**src/hdl/pqrs_pkg.sv**
```systemverilog
`timescale 1ns / 1ps
// ----------------------------------------------------------------------------
// pqrs_pkg
// Shared types, codes and fixed-point helpers of the PLS Q residual block.
// ----------------------------------------------------------------------------
package pqrs_pkg;

    // Operation codes of an input transaction
    localparam logic [1:0] OP_LOAD_MEAN     = 2'd0;
    localparam logic [1:0] OP_LOAD_ROTATION = 2'd1;
    localparam logic [1:0] OP_LOAD_LOADING  = 2'd2;
    localparam logic [1:0] OP_SAMPLE        = 2'd3;

    // Configuration register indexes
    localparam logic [3:0] REG_FEATURE_COUNT   = 4'd0;
    localparam logic [3:0] REG_COMPONENT_COUNT = 4'd1;

    localparam logic [8:0] FEATURE_COUNT_RESET   = 9'd2;
    localparam logic [3:0] COMPONENT_COUNT_RESET = 4'd1;

    localparam logic signed [63:0] S64_MAX = 64'sh7FFF_FFFF_FFFF_FFFF;
    localparam logic signed [63:0] S64_MIN = 64'sh8000_0000_0000_0000;
    localparam logic [63:0]        Q_MAX   = 64'h7FFF_FFFF_FFFF_FFFF;

    typedef struct packed {
        logic [1:0]         operation;
        logic [7:0]         feature_index;
        logic [2:0]         component_index;
        logic signed [31:0] value;
    } item_t;

    typedef struct packed {
        logic [62:0] q_value;
        logic        saturated;
    } result_t;

    typedef struct packed {
        logic [3:0]  index;
        logic [31:0] value;
    } cfg_write_t;

    typedef struct packed {
        logic [8:0] feature_count;
        logic [3:0] component_count;
    } cfg_regs_t;

    // Head of the queue between front and back
    typedef struct packed {
        logic  valid;
        item_t item;
    } queue_head_t;

    typedef struct packed {
        logic               sat;
        logic signed [63:0] sum;
    } sat64_t;

    typedef struct packed {
        logic               sat;
        logic signed [31:0] val;
    } sat32_t;

    // Saturating signed 64-bit add
    function automatic sat64_t sat_add64(input logic signed [63:0] a,
                                         input logic signed [63:0] b);
        sat64_t             r;
        logic signed [63:0] s;
        s     = a + b;
        r.sat = (a[63] == b[63]) && (s[63] != a[63]);
        r.sum = r.sat ? (a[63] ? S64_MIN : S64_MAX) : s;
        return r;
    endfunction

    // Saturate a 33-bit signed value to 32 bits
    function automatic sat32_t sat32_from33(input logic signed [32:0] v);
        sat32_t r;
        r.sat = (v[32] != v[31]);
        r.val = r.sat ? (v[32] ? 32'sh8000_0000 : 32'sh7FFF_FFFF) : v[31:0];
        return r;
    endfunction

    // Q32.32 to Q16.16, round half up, saturated to 32 bits
    function automatic sat32_t round_q16(input logic signed [63:0] v);
        sat32_t             r;
        logic signed [63:0] k;
        logic signed [63:0] h;
        k = v >>> 15;
        h = (k + 64'sd1) >>> 1;
        if (h > 64'sd2147483647)
        begin
            r.sat = 1'b1;
            r.val = 32'sh7FFF_FFFF;
        end
        else if (h < -64'sd2147483648)
        begin
            r.sat = 1'b1;
            r.val = 32'sh8000_0000;
        end
        else
        begin
            r.sat = 1'b0;
            r.val = h[31:0];
        end
        return r;
    endfunction

endpackage

```
**src/hdl/pqrs_if.sv**
```systemverilog
`timescale 1ns / 1ps
// ----------------------------------------------------------------------------
// pqrs_if
// Valid/ready channels of the block: input items, results, config writes.
// ----------------------------------------------------------------------------
interface pqrs_item_if;
    logic           valid;
    logic           ready;
    pqrs_pkg::item_t data;
    modport source (output valid, output data, input ready);
    modport sink   (input valid, input data, output ready);
endinterface


```
**src/hdl/pqrs_front.sv**
```systemverilog
`timescale 1ns / 1ps
// ----------------------------------------------------------------------------
// pqrs_front
// Accepts input transactions, drops out-of-range loads, and queues the rest
// in a two-entry queue for the back end.
// ----------------------------------------------------------------------------
module pqrs_front #(
    parameter int FEATURES_MAX   = 256,
    parameter int COMPONENTS_MAX = 8
) (
    input  logic                  clk,
    input  logic                  rst_n,
    pqrs_item_if.sink             items,
    output pqrs_pkg::queue_head_t head,
    input  logic                  pop
);
    import pqrs_pkg::*;

    item_t      entry_reg [2];
    logic       wr_ptr_reg;
    logic       rd_ptr_reg;
    logic [1:0] count_reg;
    logic [1:0] count_next;
    logic       keep;
    logic       push;

    // Classify: samples always kept, loads only when addressing the tables
    assign keep = (items.data.operation == OP_SAMPLE) ||
                  ((int'(items.data.feature_index) < FEATURES_MAX) &&
                   (int'(items.data.component_index) < COMPONENTS_MAX));

    assign items.ready = (count_reg != 2'd2);
    assign push        = items.valid && items.ready && keep;

    assign head.valid = (count_reg != 2'd0);
    assign head.item  = entry_reg[rd_ptr_reg];

    always_comb
    begin
        count_next = count_reg;
        if (push && !pop)
        begin
            count_next = count_reg + 2'd1;
        end
        else if (pop && !push)
        begin
            count_next = count_reg - 2'd1;
        end
    end

    // Advance queue pointers
    always_ff @(posedge clk or negedge rst_n)
    begin
        if (!rst_n)
        begin
            wr_ptr_reg <= 1'b0;
            rd_ptr_reg <= 1'b0;
            count_reg  <= 2'd0;
        end
        else
        begin
            count_reg <= count_next;
            if (push)
            begin
                wr_ptr_reg <= ~wr_ptr_reg;
            end
            if (pop)
            begin
                rd_ptr_reg <= ~rd_ptr_reg;
            end
        end
    end

    // Hold queued payload
    always_ff @(posedge clk)
    begin
        if (push)
        begin
            entry_reg[wr_ptr_reg] <= items.data;
        end
    end

endmodule

```
**src/flat_wrapper.sv**
```systemverilog
// flat-port wrapper written by rule: the top's interface ports become plain ports
module pqrs_front_flat import pqrs_pkg::*;
#(
    parameter int FEATURES_MAX   = 256,
    parameter int COMPONENTS_MAX = 8
)
  (clk, rst_n, head, pop, items_valid, items_data, items_ready);
  pqrs_item_if items_i ();
  input  logic clk;
  input  logic rst_n;
  output pqrs_pkg::queue_head_t head;
  input  logic pop;
  input wire logic [$bits(items_i.valid)-1:0] items_valid;
  input wire logic [$bits(items_i.data)-1:0] items_data;
  output wire logic [$bits(items_i.ready)-1:0] items_ready;
  assign items_i.valid = items_valid;
  assign items_i.data = items_data;
  assign items_ready = items_i.ready;
  pqrs_front #(.FEATURES_MAX(FEATURES_MAX), .COMPONENTS_MAX(COMPONENTS_MAX)) u_core (.clk(clk), .rst_n(rst_n), .items(items_i), .head(head), .pop(pop));
endmodule
```
**config.mk**
```make
export PLATFORM = sky130hd
export DESIGN_NAME = pqrs_front_flat
export DESIGN_NICKNAME = d
export VERILOG_FILES = /design/src/hdl/pqrs_pkg.sv /design/src/hdl/pqrs_if.sv /design/src/hdl/pqrs_front.sv /design/src/flat_wrapper.sv
export SDC_FILE = /design/constraint.sdc
export NUM_CORES = 1
export LEC_CHECK = 0
export ABC_AREA = 0
export BUFFER_PORTS_ARGS = -buffer_cell sky130_fd_sc_hd__buf_2
export CORE_MARGIN = 2
export CORE_UTILIZATION = 56
export DETAILED_ROUTE_END_ITERATION = 10
export PLACE_DENSITY = 0.84
export SLEW_MARGIN = 30
export SYNTH_ARGS = -nofsm -noshare
export SYNTH_HDL_FRONTEND = slang
export SYNTH_SLANG_ARGS = --single-unit
```
**constraint.sdc**
```tcl
create_clock -name clk -period 5.38 [get_ports clk]
set_input_delay 1.076 -clock clk [delete_from_list [all_inputs] [get_ports clk]]
set_output_delay 1.076 -clock clk [all_outputs]
set_load 0.01 [all_outputs]
```
==> results of run 1 <==
## synth_stat cells (all sizes together)
| cell type | instances | area [µm²] |
|---|---|---|
| edfxtp | 90 | 2700 |
| mux2 | 45 | 653 |
| buf | 5 | 91.3 |
| dfrtp | 4 | 100 |
| xor2 | 3 | 26.3 |
| inv | 2 | 7.51 |
| nor2 | 2 | 7.51 |
| xnor2 | 2 | 17.5 |
| and3 | 1 | 6.26 |
| ha | 1 | 12.5 |
| nand2 | 1 | 3.75 |
| nand2b | 1 | 6.26 |
| or2 | 1 | 6.26 |
## routing by layer
layer / global-route usage, % / up-vias
met3: 5.11 / 10
li1: - / 818
met5: 0 / -
met4: 8.66 / 0
met2: 27.3 / 68
met1: 19.5 / 823
## kinds of logic (layout without fill, tap and decap cells)
| kind of cell | count (synthesis) | after routing | share of synthesized area (%) |
|---|---|---|---|
| xor+xnor | 5 | 5 | 1.20 |
| fa+ha+maj | 1 | 1 | 0.344 |
| buf+inv | 7 | 114 | 2.71 |
| flops | 94 | 94 | 77.0 |
| mux | 45 | 45 | 17.9 |
| simple gates | 6 | 6 | 0.825 |
## path summary, 6_finish.rpt
| kind | start | to |
|---|---|---|
| min | u_core.count_reg[1] | u_core.count_reg[1] |
| min reg2reg | u_core.count_reg[1] | u_core.count_reg[1] |
| max in group asynchronous | rst_n | u_core.rd_ptr_reg |
| max | u_core.rd_ptr_reg | head[41] |
| max reg2reg | u_core.count_reg[0] | u_core.entry_reg[0][40] |
| min in group asynchronous | rst_n | u_core.count_reg[0] |
## critical path, cell delays in order, from the launching register on
cell and delay [ns]:
dfrtp_2 0.80, buf_4 0.51, mux2_2 0.39, buf_2 0.14
## layout make-up
| class | instances | area share (%) |
|---|---|---|
| repair buffers | 97 | 11.2 |
| clock buffers | 10 | 2.92 |
| clock inverters | 5 | 2.26 |
| inverters | 2 | 0.172 |
| multi-input cells | 57 | 17.2 |
| well taps | 77 | 2.20 |
| flip-flops and latches | 94 | 64.1 |
## power groups by stage
stage                     Sequential [mW]  Clock [mW]  Combinational (mW)
after floorplan                      1.06           0               0.607
after global placement               1.10           0               0.731
after detailed placement             1.11           0               0.738
after CTS                            1.10       0.530               0.743
after global routing                 1.11       0.559               0.780
final                                1.09       0.521               0.726
## per-stage QoR
step | cell area, µm² | setup slack, ns | cells | utilization (%) | total power [mW]
6_report | 4380 | 2.09 | 342 | 69.3 | 2.34
5_1_grt | 4380 | 1.98 | 342 | 69.3 | 2.45
4_1_cts | 4380 | 2.05 | 342 | 69.3 | 2.37
3_5_place_dp | 4150 | 2.46 | 327 | 65.7 | 1.85
3_3_place_gp | 4150 | 2.48 | 327 | 65.7 | 1.83
2_1_floorplan | 3640 | 1.87 | 158 | - | 1.67
## cells in the final DEF, fill, tap and decap left out
master and n:
nor2_4 1, clkbuf_8 9, nand2_1 1, mux2_4 39
and3_4 1, nor2_1 1, mux2_2 6, xor2_1 3
clkinv_2 1, inv_1 2, dfrtp_1 3, buf_2 95
edfxtp_1 90, or2_2 1, buf_4 2, clkbuf_1 1
ha_1 1, nand2b_1 1, xnor2_1 2, bufinv_16 3
dfrtp_2 1, clkinv_1 1
==> metrics, run 1 <==
clk sinks 94; largest net degree at the start of global routing 46; pwr dens 535 mW/mm²; max FFs per register 90; Syn Area/Cell 23.0 µm²; RSZ-0062 raised after global routing no; Max Cap Viol 0; Clock Tree Buf Depth 2; share of layout cells above drive strength 1 60.0%; Site Rows 29; Rel. slew slack 56.4%; die area 0.00716 mm²; Max Freq 304 MHz; CTS tree done; M1 WL 2.24 mm; port bufs 95; Vias/cell 5.03; Wirelength per Cell 16.3 µm; Yosys warning count 0; post-route ant nets 0; outcome complete, no violations; crit path DAT 2.22 ns; switch share 27.5%; Gates resized, CTS repair 0; slack of the worst reg-to-reg path 3.44 ns; aggregate global-route resource usage 16.5%; Final Skew 0.00637 ns; Reg area 0.00280 mm²; Layout Nets 311; crit path kind reg2out; proportion of synthesized chip area in sequential cells 77.0%; first-pass GRT wire length 8.71 mm; number of global-route vias before repair 1,804; Synth Cell Area 0.00364 mm²; Mapped Cells 158; Worst-Margin Slew 0.654 ns; postcts setup bufs 0; Area Growth Syn to Fin 20.2%; final setup vio count 0; Hold Crit Class reg2reg; met3 WL 414 µm; CTS Hold Bufs 0; fin. max-slew vios 0; total grt overflow 0; final hold viol count 0; part of the power in the clock network 22.3%; GP Congestion 0.659; setup TNS 0 ns; Die X 84.6 µm; drt first pass iters 4; Power Internal 1.70 mW; Gate power share 31.0%; TritonCTS buffer count 9; Worst-path clk slew 0.08 ns; sequential share of power 46.7%; DRC viols 0; Die Height 84.6 µm; multi-input logic area 752 µm²; Yosys cell types 15; IO Pins 96; Synthesized Nets 208; fin crit share 61.2%; root buffer cell clkbuf_8; worst hold path cell count 1; LEAKAGE 1.78 nW; Worst Reg-to-Reg Cells 4; H-tree levels 3; crit end category output port; Max VDD drop 0.000324 V; Core Area 0.00631 mm²; initial core utilization 57.7%; top layer in use met4; crit path max fanout 26; min Tclk post-route 3.29 ns; vias 1,719; clk_lat worst skew 0.35 ns; routed wire length 5.58 mm; hold_ws 0.502 ns; Psw 0.645 mW; Data required, critical path 4.30 ns; WL met2 2.82 mm; DR iter-0 viols 64; nature of the critical path startpoint flip-flop; Fillers 441; FF+latch count, synth 94; initial antenna violation count 0; diode count 0
Power figures use the tool's default switching activity.
==> run 2, diff against run 1 <==
- CORE_UTILIZATION: 56 -> 47
- PLACE_DENSITY: 0.84 -> 0.75
- clock period: 5.38 -> 3 ns (I/O delays scaled with it)
==> metrics, run 2 (synthesized netlist as in run 1, its figures left out) <==
Area Growth Syn to Fin 22.3% (was 20.2%); Die X 92.0 µm (was 84.6 µm); Clock Tree Buf Depth 2 (unchanged); final setup vio count 0 (unchanged); multi-input logic area 748 µm² (was 752 µm²); Rel. slew slack 59.3% (was 56.4%); CP max stage delay 0.73 ns (was 0.80 ns); number of global-route vias before repair 1,843 (was 1,804); CTS Hold Bufs 0 (unchanged); post-route ant nets 0 (unchanged); Reg area 0.00280 mm² (unchanged); die area 0.00847 mm² (was 0.00716 mm²); Site Rows 32 (was 29); diode count 0 (unchanged); Gates resized, CTS repair 0 (unchanged); initial core utilization 47.9% (was 57.7%); Core Area 0.00761 mm² (was 0.00631 mm²); port bufs 95 (unchanged); crit path max fanout 29 (was 26); most frequent cells in the layout buf_2, edfxtp_1, mux2_4 (unchanged); largest net degree at the start of global routing 46 (unchanged); crit path kind reg2out (unchanged); TritonCTS buffer count 9 (unchanged); pwr dens 963 mW/mm² (was 535 mW/mm²); DR iter-0 viols 143 (was 64); postcts setup bufs 0 (unchanged); max FFs per register 90 (unchanged); Worst-path clk slew 0.08 ns (about the same); Wirelength per Cell 16.2 µm (was 16.3 µm); fin crit share 83.7%; crit path DAT 1.91 ns (was 2.22 ns); Layout Nets 312 (was 311); LEAKAGE 1.80 nW (was 1.78 nW); initial antenna violation count 0 (unchanged); Data required, critical path 2.40 ns (was 4.30 ns); Final Skew 0.00970 ns (was 0.00637 ns); Die Height 92.0 µm (was 84.6 µm); Vias/cell 4.64 (was 5.03); slowest CP cell dfrtp_2 (unchanged); clk sinks 94 (unchanged); vias 1,711 (was 1,719); outcome complete, no violations (unchanged); Max Cap Viol 0 (unchanged); fin. max-slew vios 0 (unchanged); Worst path top cell family by delay flip-flops (unchanged); clk_lat worst skew 0.36 ns (was 0.35 ns); final instance count without filler cells 369 (was 342); Max VDD drop 0.000558 V (was 0.000324 V); crit end category output port (unchanged); GP Congestion 0.704 (was 0.659); CP cell instances buf_12 -> mux2_2 -> buf_2 (was buf_4 -> mux2_2 -> buf_2); total grt overflow 0 (unchanged); drt first pass iters 4 (unchanged); routed wire length 5.98 mm (was 5.58 mm); RSZ-0062 raised after global routing no (unchanged); final worst setup slack 0.490 ns (was 2.09 ns); min Tclk post-route 2.51 ns; IO Pins 96 (unchanged); Setup WS pre-CTS 0.845 ns (was 2.46 ns); most common cell after layout, fill and taps aside buf_2 (unchanged); nature of the critical path startpoint flip-flop (unchanged); Max Freq 398 MHz; setup TNS 0 ns (unchanged); Fillers 603 (was 441); Worst-Margin Slew 0.610 ns (was 0.654 ns); Post-Place Cells 353 (was 327); root buffer cell clkbuf_8 (unchanged); aggregate global-route resource usage 14.8% (was 16.5%); DP HPWL 4.02 mm; CTS tree done (unchanged); final hold viol count 0 (unchanged); CP bufs+invs 2 (unchanged); H-tree levels 3 (unchanged); Hold Crit Class in2async (was reg2reg); DRC viols 0 (unchanged); share of layout cells above drive strength 1 61.0% (was 60.0%); first-pass GRT wire length 9.14 mm (was 8.71 mm)
run 2: path summary, 6_finish.rpt:
path                       cells past startpoint  slack (ns)                 from                      end
max reg2reg                                    3        1.28  u_core.count_reg[0]   u_core.entry_reg[1][9]
min in group clk                               1        0.43       items_data[44]  u_core.entry_reg[1][44]
min                                            1        0.04                rst_n      u_core.count_reg[0]
max                                            3        0.49    u_core.rd_ptr_reg                 head[40]
max in group asynchronous                      1        2.83                rst_n        u_core.rd_ptr_reg
min reg2reg                                    1        0.50  u_core.count_reg[1]      u_core.count_reg[1]
run 2: stage by stage:
step / utilization (%) / hold slack (ns) / area, µm² / total power, mW
after global routing: 58.6 / 0.0256 / 4450 / 4.51
after detailed placement: 55.3 / 0.413 / 4210 / 3.37
after global placement: 55.3 / 0.410 / 4210 / 3.33
after floorplan: - / 0.304 / 3640 / 2.98
final: 58.6 / 0.0391 / 4450 / 4.29
after CTS: 58.6 / 0.0213 / 4450 / 4.36
run 2: power breakdown:
group,switching [mW],internal [mW],leakage (nW)
Clock,0.429,0.556,0.120
Combinational,0.627,0.728,0.795
Sequential,0.151,1.80,0.881
run 2: routing by layer:
metal / up-vias / GRT usage, % / wire length, µm
met5: - / 0 / 0
met4: 0 / 8.21 / 116
met3: 8 / 2.63 / 210
met2: 46 / 26.0 / 3290
met1: 838 / 17.1 / 2360
li1: 819 / - / -
run 2: area by class of cell:
type / instances / share of cell area (%)
tap: 102 / 2.87
clock inverter: 7 / 2.70
multi-input combinational: 57 / 16.8
sequential: 94 / 62.9
clock buffer: 9 / 2.78
timing repair buffer: 98 / 11.7
inverter: 2 / 0.169
run 2: worst reg2reg max path: cells and delay by family, from the launching register on:
family | cells | cell delay (ns)
AND/OR/NAND/NOR | 2 | 0.75
buffers and inverters | 1 | 0.26
flip-flops | 1 | 0.41
